<file path="config.mk">
export PLATFORM = sky130hd
export DESIGN_NAME = prioritized_stop_latch_controller
export DESIGN_NICKNAME = d
export VERILOG_FILES = /design/src/rtl/pslc_pkg.sv /design/src/rtl/pslc_step.sv /design/src/rtl/prioritized_stop_latch_controller.sv
export SDC_FILE = /design/constraint.sdc
export NUM_CORES = 1
export LEC_CHECK = 0
export ABC_AREA = 1
export BUFFER_PORTS_ARGS = -buffer_cell sky130_fd_sc_hd__buf_2
export CAP_MARGIN = 20
export CORE_ASPECT_RATIO = 1.2
export CORE_MARGIN = 2
export CORE_UTILIZATION = 41
export CTS_BUF_LIST = sky130_fd_sc_hd__clkbuf_2 sky130_fd_sc_hd__clkbuf_4 sky130_fd_sc_hd__clkbuf_8
export CTS_CLUSTER_SIZE = 25
export DETAILED_ROUTE_END_ITERATION = 16
export PLACE_DENSITY = 0.69
export SYNTH_ARGS = -nofsm -noshare
export SYNTH_HDL_FRONTEND = slang
export SYNTH_SLANG_ARGS = --single-unit
</file>
<file path="constraint.sdc">
create_clock -name clock -period 1.35 [get_ports clock]
set_clock_uncertainty 0.1 [all_clocks]
set_input_delay 0.2025 -clock clock [delete_from_list [all_inputs] [get_ports clock]]
set_output_delay 0.2025 -clock clock [all_outputs]
set_load 0.02 [all_outputs]
</file>
<file path="src/rtl/pslc_pkg.sv">
// Package with the event codes, status codes and record types of the stop interlock.
package pslc_pkg;

   typedef enum logic [2:0] {
      OP_TICK      = 3'd0,
      OP_REQ_OPER  = 3'd1,
      OP_REQ_LATCH = 3'd2,
      OP_REQ_EMERG = 3'd3,
      OP_CLR_OPER  = 3'd4,
      OP_CLR_STALL = 3'd5
   } op_type;

   typedef enum logic [2:0] {
      CS_NONE      = 3'd0,
      CS_OK        = 3'd1,
      CS_EMERGENCY = 3'd2,
      CS_LATCHED   = 3'd3,
      CS_NO_STALL  = 3'd4
   } clear_status_type;

   typedef struct packed {
      logic pending_operational;
      logic pending_latched;
      logic pending_emergency;
      logic operational_stop;
      logic latched_stop;
      logic emergency_stop;
      logic stall_stop;
   } state_type;

   // Packed so that the last member lands in bit 0 of the response data.
   typedef struct packed {
      logic             emergency_active;
      logic             latched_or_worse;
      logic             any_stopped;
      clear_status_type clear_status;
      logic             clear_motor_stall;
      logic [7:0]       fault_cause;
      logic             stall_fault_report;
      logic             emergency_stop_cmd;
      logic             normal_stop_cmd;
   } result_type;

   localparam int unsigned RESULT_BITS = $bits(result_type);
   localparam int unsigned RSP_BITS    = 24;

endpackage

</file>
<file path="src/rtl/pslc_step.sv">
// Next-state and result logic for one interlock event.
module pslc_step (
   input  pslc_pkg::op_type     op,
   input  logic                 motor_stalled,
   input  logic [7:0]           stall_cause,
   input  pslc_pkg::state_type  state,
   output pslc_pkg::state_type  state_next,
   output pslc_pkg::result_type result
);

   always_comb begin
      state_next = state;
      result     = '0;
      result.clear_status = pslc_pkg::CS_NONE;
      unique case (op)
         pslc_pkg::OP_TICK: begin
            // latch the stall stop when the motor is stalled and the stop is not yet latched
            if (motor_stalled && !state.stall_stop) begin
               state_next.stall_stop     = 1'b1;
               result.normal_stop_cmd    = 1'b1;
               result.stall_fault_report = 1'b1;
               result.fault_cause        = stall_cause;
            end
            // serve the highest pending request, drop the lower ones
            priority if (state.pending_emergency) begin
               state_next.pending_emergency   = 1'b0;
               state_next.pending_latched     = 1'b0;
               state_next.pending_operational = 1'b0;
               state_next.emergency_stop      = 1'b1;
               result.emergency_stop_cmd      = 1'b1;
            end else if (state.pending_latched) begin
               state_next.pending_latched     = 1'b0;
               state_next.pending_operational = 1'b0;
               state_next.latched_stop        = 1'b1;
               result.normal_stop_cmd         = 1'b1;
            end else if (state.pending_operational) begin
               state_next.pending_operational = 1'b0;
               state_next.operational_stop    = 1'b1;
               result.normal_stop_cmd         = 1'b1;
            end else begin
               // nothing pending: hold the stop levels
               state_next.operational_stop    = state.operational_stop;
            end
         end
         pslc_pkg::OP_REQ_OPER:  state_next.pending_operational = 1'b1;
         pslc_pkg::OP_REQ_LATCH: state_next.pending_latched     = 1'b1;
         pslc_pkg::OP_REQ_EMERG: state_next.pending_emergency   = 1'b1;
         pslc_pkg::OP_CLR_OPER: begin
            if (!state.latched_stop && !state.emergency_stop) begin
               state_next.pending_operational = 1'b0;
               state_next.operational_stop    = 1'b0;
            end
         end
         pslc_pkg::OP_CLR_STALL: begin
            priority if (state.emergency_stop) begin
               result.clear_status = pslc_pkg::CS_EMERGENCY;
            end else if (state.latched_stop) begin
               result.clear_status = pslc_pkg::CS_LATCHED;
            end else if (!state.stall_stop) begin
               result.clear_status = pslc_pkg::CS_NO_STALL;
            end else begin
               state_next.stall_stop    = 1'b0;
               result.clear_motor_stall = 1'b1;
               result.clear_status      = pslc_pkg::CS_OK;
            end
         end
         default: ;
      endcase
      result.any_stopped      = state_next.operational_stop | state_next.latched_stop |
                                state_next.emergency_stop | state_next.stall_stop;
      result.latched_or_worse = state_next.latched_stop | state_next.emergency_stop |
                                state_next.stall_stop;
      result.emergency_active = state_next.emergency_stop;
   end

endmodule

</file>
<file path="src/rtl/prioritized_stop_latch_controller.sv">
// Motor stop interlock: pending stop requests, stall latch and status reporting.
//
// Each request on the req_ channel is one event: a tick carrying the sampled
// stall status and cause, a stop request of one of three levels, a clear of
// the operational stop, or a stall clear. Every request yields exactly one
// response on the rsp_ channel with the motor commands, fault and clear
// reports, and the stop status after the event.
//
// A request is captured in an input register; the step logic runs between
// that register and the response register and updates the interlock state
// in the same cycle; rsp_tvalid rises as the result enters the response register.
// One request is accepted every cycle while responses are taken.
//
// When the receiver stalls, the response holds and the input register keeps
// one more request; req_tready then drops until the response is taken.
// Reset clears all pending requests and stop levels and empties both
// registers. Emergency and latched stops are released only by reset.
module prioritized_stop_latch_controller (
   input  logic        clock,
   input  logic        reset,
   input  logic        req_tvalid,
   output logic        req_tready,
   input  logic [15:0] req_tdata,  // motor_stalled[0], stall_cause[8:1], zero[15:9]
   input  logic [2:0]  req_tuser,  // operation[2:0]
   output logic        rsp_tvalid,
   input  logic        rsp_tready,
   // normal_stop_cmd[0], emergency_stop_cmd[1], stall_fault_report[2],
   // fault_cause[10:3], clear_motor_stall[11], clear_status[14:12],
   // any_stopped[15], latched_or_worse[16], emergency_active[17], zero[23:18]
   output logic [23:0] rsp_tdata
);

   logic                 in_valid_ff;
   logic                 in_valid_in;
   pslc_pkg::op_type     in_op_ff;
   logic                 in_stalled_ff;
   logic [7:0]           in_cause_ff;
   logic                 out_valid_ff;
   logic                 out_valid_in;
   pslc_pkg::result_type out_ff;
   pslc_pkg::state_type  state_ff;
   pslc_pkg::state_type  state_in;
   pslc_pkg::state_type  state_next;
   pslc_pkg::result_type result;
   logic                 advance;
   logic                 req_take;

   assign advance    = in_valid_ff && (!out_valid_ff || rsp_tready);
   assign req_tready = !in_valid_ff || advance;
   assign req_take   = req_tvalid && req_tready;

   pslc_step u_step (
      .op            (in_op_ff),
      .motor_stalled (in_stalled_ff),
      .stall_cause   (in_cause_ff),
      .state         (state_ff),
      .state_next    (state_next),
      .result        (result)
   );

   always_comb begin
      in_valid_in  = req_take || (in_valid_ff && !advance);
      out_valid_in = advance || (out_valid_ff && !rsp_tready);
      state_in     = advance ? state_next : state_ff;
   end

   always_ff @(posedge clock) begin
      if (reset) begin
         in_valid_ff  <= 1'b0;
         out_valid_ff <= 1'b0;
         state_ff     <= '0;
      end else begin
         in_valid_ff  <= in_valid_in;
         out_valid_ff <= out_valid_in;
         state_ff     <= state_in;
      end
   end

   always_ff @(posedge clock) begin
      if (req_take) begin
         in_op_ff      <= pslc_pkg::op_type'(req_tuser);
         in_stalled_ff <= req_tdata[0];
         in_cause_ff   <= req_tdata[8:1];
      end
      if (advance) begin
         out_ff <= result;
      end
   end

   assign rsp_tvalid = out_valid_ff;
   assign rsp_tdata  = {(pslc_pkg::RSP_BITS - pslc_pkg::RESULT_BITS)'(0), out_ff};

`ifndef SYNTH
   a_emergency_sticky: assert property (@(posedge clock) disable iff (reset)
      state_ff.emergency_stop |=> state_ff.emergency_stop)
      else $error("emergency stop released without reset");

   a_latched_sticky: assert property (@(posedge clock) disable iff (reset)
      state_ff.latched_stop |=> state_ff.latched_stop)
      else $error("latched stop released without reset");

   a_state_holds: assert property (@(posedge clock) disable iff (reset)
      !advance |=> $stable(state_ff))
      else $error("interlock state changed without a request moving on");

   a_resp_follows: assert property (@(posedge clock) disable iff (reset)
      advance |=> rsp_tvalid)
      else $error("processed request produced no response");
`endif

endmodule
</file>
* Word-level counts from Yosys, hierarchy flattened
Index checks and enable logic that the tools add are counted.
** Storage, ports and cells
- Flip-flop bits (word level) :: 39
- Input bits :: 23
** Cells by class
- Eq/ne operators :: 6
- Multiplexer cells :: 26
- Bitwise operators :: 6
- Reduce and logical (&&, ||, !) cells :: 27
** Operators with widths (number)
- two-way mux 1 bit :: 16
- two-way mux 2 bit :: 4
- case mux 1 bit (2 select lines) :: 4
- logical NOT 1 bit :: 7
- == test 3 x 2 -> 1 bit (second input constant) :: 2
- == test 3 bit (second input constant) :: 2
- logical AND 1 bit :: 6
- AND reduction 2 bit :: 3
- bitwise OR 1 bit :: 5
- logical OR 1 bit :: 4
- nonzero test 2 bit :: 2
- == test 3 x 1 -> 1 bit (second input constant) :: 1
- logical NOT 3 bit :: 1
- two-way mux 3 bit :: 1
- case mux 1 bit (3 select lines) :: 1
- AND reduction 3 bit :: 1
- nonzero test 3 bit :: 1
- OR reduction 3 bit :: 1
- != test 2 x 1 -> 1 bit (second input constant) :: 1
- OR reduction 2 bit :: 1
- NOT 1 bit :: 1

* Logic depth before layout (Yosys ltp)
- Word-level depth :: 7
- Depth in mapped cells :: 6

* Modules after synthesis
Synthesis repeated with hierarchy kept, for this count alone.
** Second synthesis, totals
- Cells, all modules :: 162
- Area total of the unflattened synthesis :: 1704.1 µm²
** By module, submodules not included
- prioritized_stop_latch_controller :: instances 1, cells an instance 95, area an instance 1367.6 µm², sequential area each 1081.0 µm²
- pslc_step :: instances 1, cells an instance 67, area an instance 336.6 µm², sequential area each 0.0 µm²

* Worst setup path after synthesis
No wires, ideal clock.
- Path kind :: register -> register
- Start point :: register out_valid_ff (netlist: rsp_tvalid)
- End point :: register in_cause_ff[0], enable pin
- Data arrival time :: 0.993 ns
- Data required time :: 0.906 ns
- Slack :: -0.087 ns
- Cell stages (with the launch flop) :: 4
- Buffers on the path :: 0
- Cell sequence :: dfxtp_1 -> nand3_1 -> nand2_1 -> inv_1
** On the way
- Longest elaborated chain between the ends :: 5
** Ends and longest elaborated chain
- start, declared :: RTL line prioritized_stop_latch_controller.sv:38 : logic out_valid_ff;
- start signal, assigned :: RTL line prioritized_stop_latch_controller.sv:74 : out_valid_ff <= out_valid_in;
- logical NOT 1 bit :: RTL line prioritized_stop_latch_controller.sv:48 : assign advance = in_valid_ff && (!out_valid_ff || rsp_tready);
- logical OR 1 bit :: RTL line prioritized_stop_latch_controller.sv:48
- logical AND 1 bit :: RTL line prioritized_stop_latch_controller.sv:48
- logical OR 1 bit :: RTL line prioritized_stop_latch_controller.sv:49 : assign req_tready = !in_valid_ff || advance;
- via req_tready :: RTL line prioritized_stop_latch_controller.sv:22 : output logic req_tready,
- logical AND 1 bit :: RTL line prioritized_stop_latch_controller.sv:50 : assign req_take = req_tvalid && req_tready;
- via req_take :: RTL line prioritized_stop_latch_controller.sv:46 : logic req_take;
- end signal, assigned :: RTL line prioritized_stop_latch_controller.sv:83 : in_cause_ff <= req_tdata[8:1];
- end, declared :: RTL line prioritized_stop_latch_controller.sv:37 : logic [7:0] in_cause_ff;
The timed path passes the listed nets, and every way through them passes these cells.
A chain may end at the register's enable or synchronous reset.

==> metrics.yaml <==
pwr:
  p_leak_nw: 0.926
  vdd_drop_max_mv: 0.808
  powerDensity_nw_per_um2: 1160
synthesis:
  synth_area_um2: 1540
  synth-edff-count: 30
  synth.area.top_cells: "edfxtp_1 (58%), dfxtp_1 (12%), inv_1 (6.1%), nor2_1 (4.6%), nand2_1 (3.2%)"
  synthFlopType: "edfxtp_1"
  async_flop_share: 0
  synthXorXnorAreaFrac: 0
  synth_compound_area_frac: 0.0697
  yosys.area.top_type_share: 0.584
  ys_ff_latch: 39
  synth-warning-count: 0
  ys_seq_area_frac: 0.701
  syn_avg_cell_area_um2: 11.3
  synth_most_common_cell: "edfxtp_1"
  synthSimpleGateAreaFrac: 0.134
  netlist_instances: 136
  netlist-cell-type-count: 20
  yosys-top-cells-count: "edfxtp_1 (30), inv_1 (25), nor2_1 (19), nand2_1 (13), dfxtp_1 (9)"
  synthMuxAreaShare: 0
  synth_fa_ha_area_frac: 0
  synth_top_family_by_area: "simple AND/OR/NAND/NOR gates"
  synth_area_leader_cell: "edfxtp_1"
clock_tree:
  cts_max_level: 2
  cts.sinks: 39
  clockRootBuffer: "clkbuf_8"
  clkLatencyLatePin_ns: 0.29
  cts_tree: "done"
  cts_buffers: 5
  clk_pin_slew_ns: 0.07
  clock_path_buffers: 2
final_layout:
  drive_gt1_frac: 0.355
  area_growth_syn_to_layout_pct: 34.3
  fin_area_um2: 2070
  finalNonFillerCells: 249
  diodes: 0
  nets: 219
  fin_util: 0.570
global_route:
  gr-total-overflow: 0
  antenna_found_initial: 0
  grtUsageTotal: 0.139
  grt_max_degree: 30
  grt_pass1_wl_mm: 4.37
  grt_pass1_vias: 1083
sta:
  worst_slack_ns: -0.0706
  holdWs_ns: 0.0538
  fmaxAchievable_ghz: 0.704
  fin_crit_sh: 1.05
  slew_violations: 0
  setup_viol_count_final: 5
  rsz0062_at_grt: "true"
  finalHoldViolCount: 0
  period_needed_ns: 1.42
critical_path:
  crit-reg2reg-launch: "in_op_ff[1]"
  r2r_end: "rsp_tdata[16]"
  critPathKind: "reg -> reg"
  crit_path_max_fanout: 3
  r2r_slack_ns: -0.07
  endpoint_kind: "register"
  r2r_cells: 5
  worstPathRequired_ns: 1.29
  start_kind: "register"
  worstPathArrival_ns: 1.36
min_path:
  hold_path_end: "state_ff[1]"
  min_path_cells: 2
  hp-start: "reset"
  min_path_type: "in -> reg"
detailed_routing:
  avgViaCountPerCell: 4.41
  detail-route-antenna-nets: 0
  drc: 0
  drt-total-wl_mm: 2.61
  wl_per_cell_um: 10.5
  drt_iter0_markers: 35
  firstDrtPassIters: 4
  via_count: 1099
placement:
  place.gp.congestion: 0.805
  io_buffers: 35
  place_area_um2: 1800
  dp.cells: 225
  dp_hpwl_mm: 1.80
floorplan:
  die_area_um2: 4270
  row_count: 24
  coreArea_um2: 3630
  io_pins: 49
  start_util: 0.425
  die_h_um: 71.2
  die_x_um: 60.0
job:
  drv_cap: 0
run_status:
  outcome: "finished with violations"
  violations: "negative setup slack"
-- how the worst max path moves through the flow --
| stage | start | end | slack (ns) | cells after the start |
|---|---|---|---|---|
| 2_1_floorplan | in_op_ff[1] | rsp_tdata[15] | 0.0009 | 5 |
| 3_3_place_gp | in_op_ff[1] | rsp_tdata[15] | -0.04 | 5 |
| 3_5_place_dp | in_op_ff[1] | rsp_tdata[15] | -0.09 | 5 |
| 4_1_cts | in_op_ff[0] | rsp_tdata[15] | -0.06 | 6 |
| 5_1_grt | in_op_ff[1] | rsp_tdata[16] | -0.14 | 5 |
| 6_report | in_op_ff[1] | rsp_tdata[16] | -0.07 | 5 |
-- registers in the layout, indices dropped and copies added (netlist names) --
register       cells
in_stalled_ff      1
rsp_tvalid         1
in_op_ff           3
state_ff           7
rsp_tdata         18
in_valid_ff        1
in_cause_ff        8
-- critical path: stages (launching register included) --
cell and delay, ns:
edfxtp_1 0.44, or2_4 0.29, nor2_4 0.12, nand2_2 0.08, nand2_4 0.08, nand2_1 0.05
-- placed cells by master (no fill, tap or decap) --
master,netlist,final
buf_2,1,35
edfxtp_1,30,30
inv_1,25,21
nor2_1,19,17
nand2_1,13,12
dlygate4sd3_1,0,12
dfxtp_1,9,9
a21oi_1,8,7
buf_4,6,7
o21ai_0,6,6
conb_1,1,6
clkbuf_8,0,5
inv_2,0,4
nand4_1,3,3
nand3_1,4,3
a21oi_2,1,2
nor2_4,0,2
nand2_2,3,2
nand3_2,1,2
nor2_2,2,2
nand2_4,0,2
clkbuf_4,0,2
o21bai_1,1,1
or2_4,0,1
o21ai_2,1,1
a211oi_2,1,1
clkinv_2,0,1
buf_12,0,1
-- routing by layer --
metal,track usage,up-vias,wire (um)
met2,0.246,33,1410
met4,0.0815,0,65
li1,-,550,-
met5,0,-,0
met1,0.138,511,1030
met3,0.0384,5,109
-- through the flow --
step | setup TNS (ns) | worst slack (ns) | power, mW
floorplan | 0 | 0.000864 | 1.53
detailed placement | -0.316 | -0.0874 | 1.59
CTS | -0.186 | -0.0635 | 2.40
finish | -0.226 | -0.0706 | 2.40
global placement | -0.0699 | -0.0425 | 1.58
global route | -0.707 | -0.136 | 2.49
-- repair_timing --
item | 4_1_cts | 5_1_grt
resized for setup | 1 | 11
pin swaps | 2 | 5
setup buffers | 2 | 2
hold buffers | 12 | 0
hold endpoints to repair | 12 | 0
setup endpoints to repair | 12 | 20
-- power breakdown --
| group | internal [mW] | switching, mW | leakage, nW |
|---|---|---|---|
| Combinational | 0.101 | 0.145 | 0.506 |
| Clock | 0.402 | 0.382 | 0.0491 |
| Sequential | 1.35 | 0.0207 | 0.371 |
| Total | 1.85 | 0.548 | 0.926 |
-- final cells by class --
cell class	count	area, um^2
fillers	323	1560
clock buffers	7	83.8
flip-flops and latches	39	1080
well taps	52	65.1
repair buffers	55	368
multi-input cells	70	375
clock inverters	1	5.00
inverters	25	93.8
-- logic make-up (layout without fill, tap and decap cells) --
kind of cell / Yosys count / count (layout)
flops: 39 / 39
compound gates: 18 / 18
other cells: 1 / 6
buf+inv: 32 / 88
simple gates: 46 / 46
Note: power is estimated with default switching activity, not from simulation.
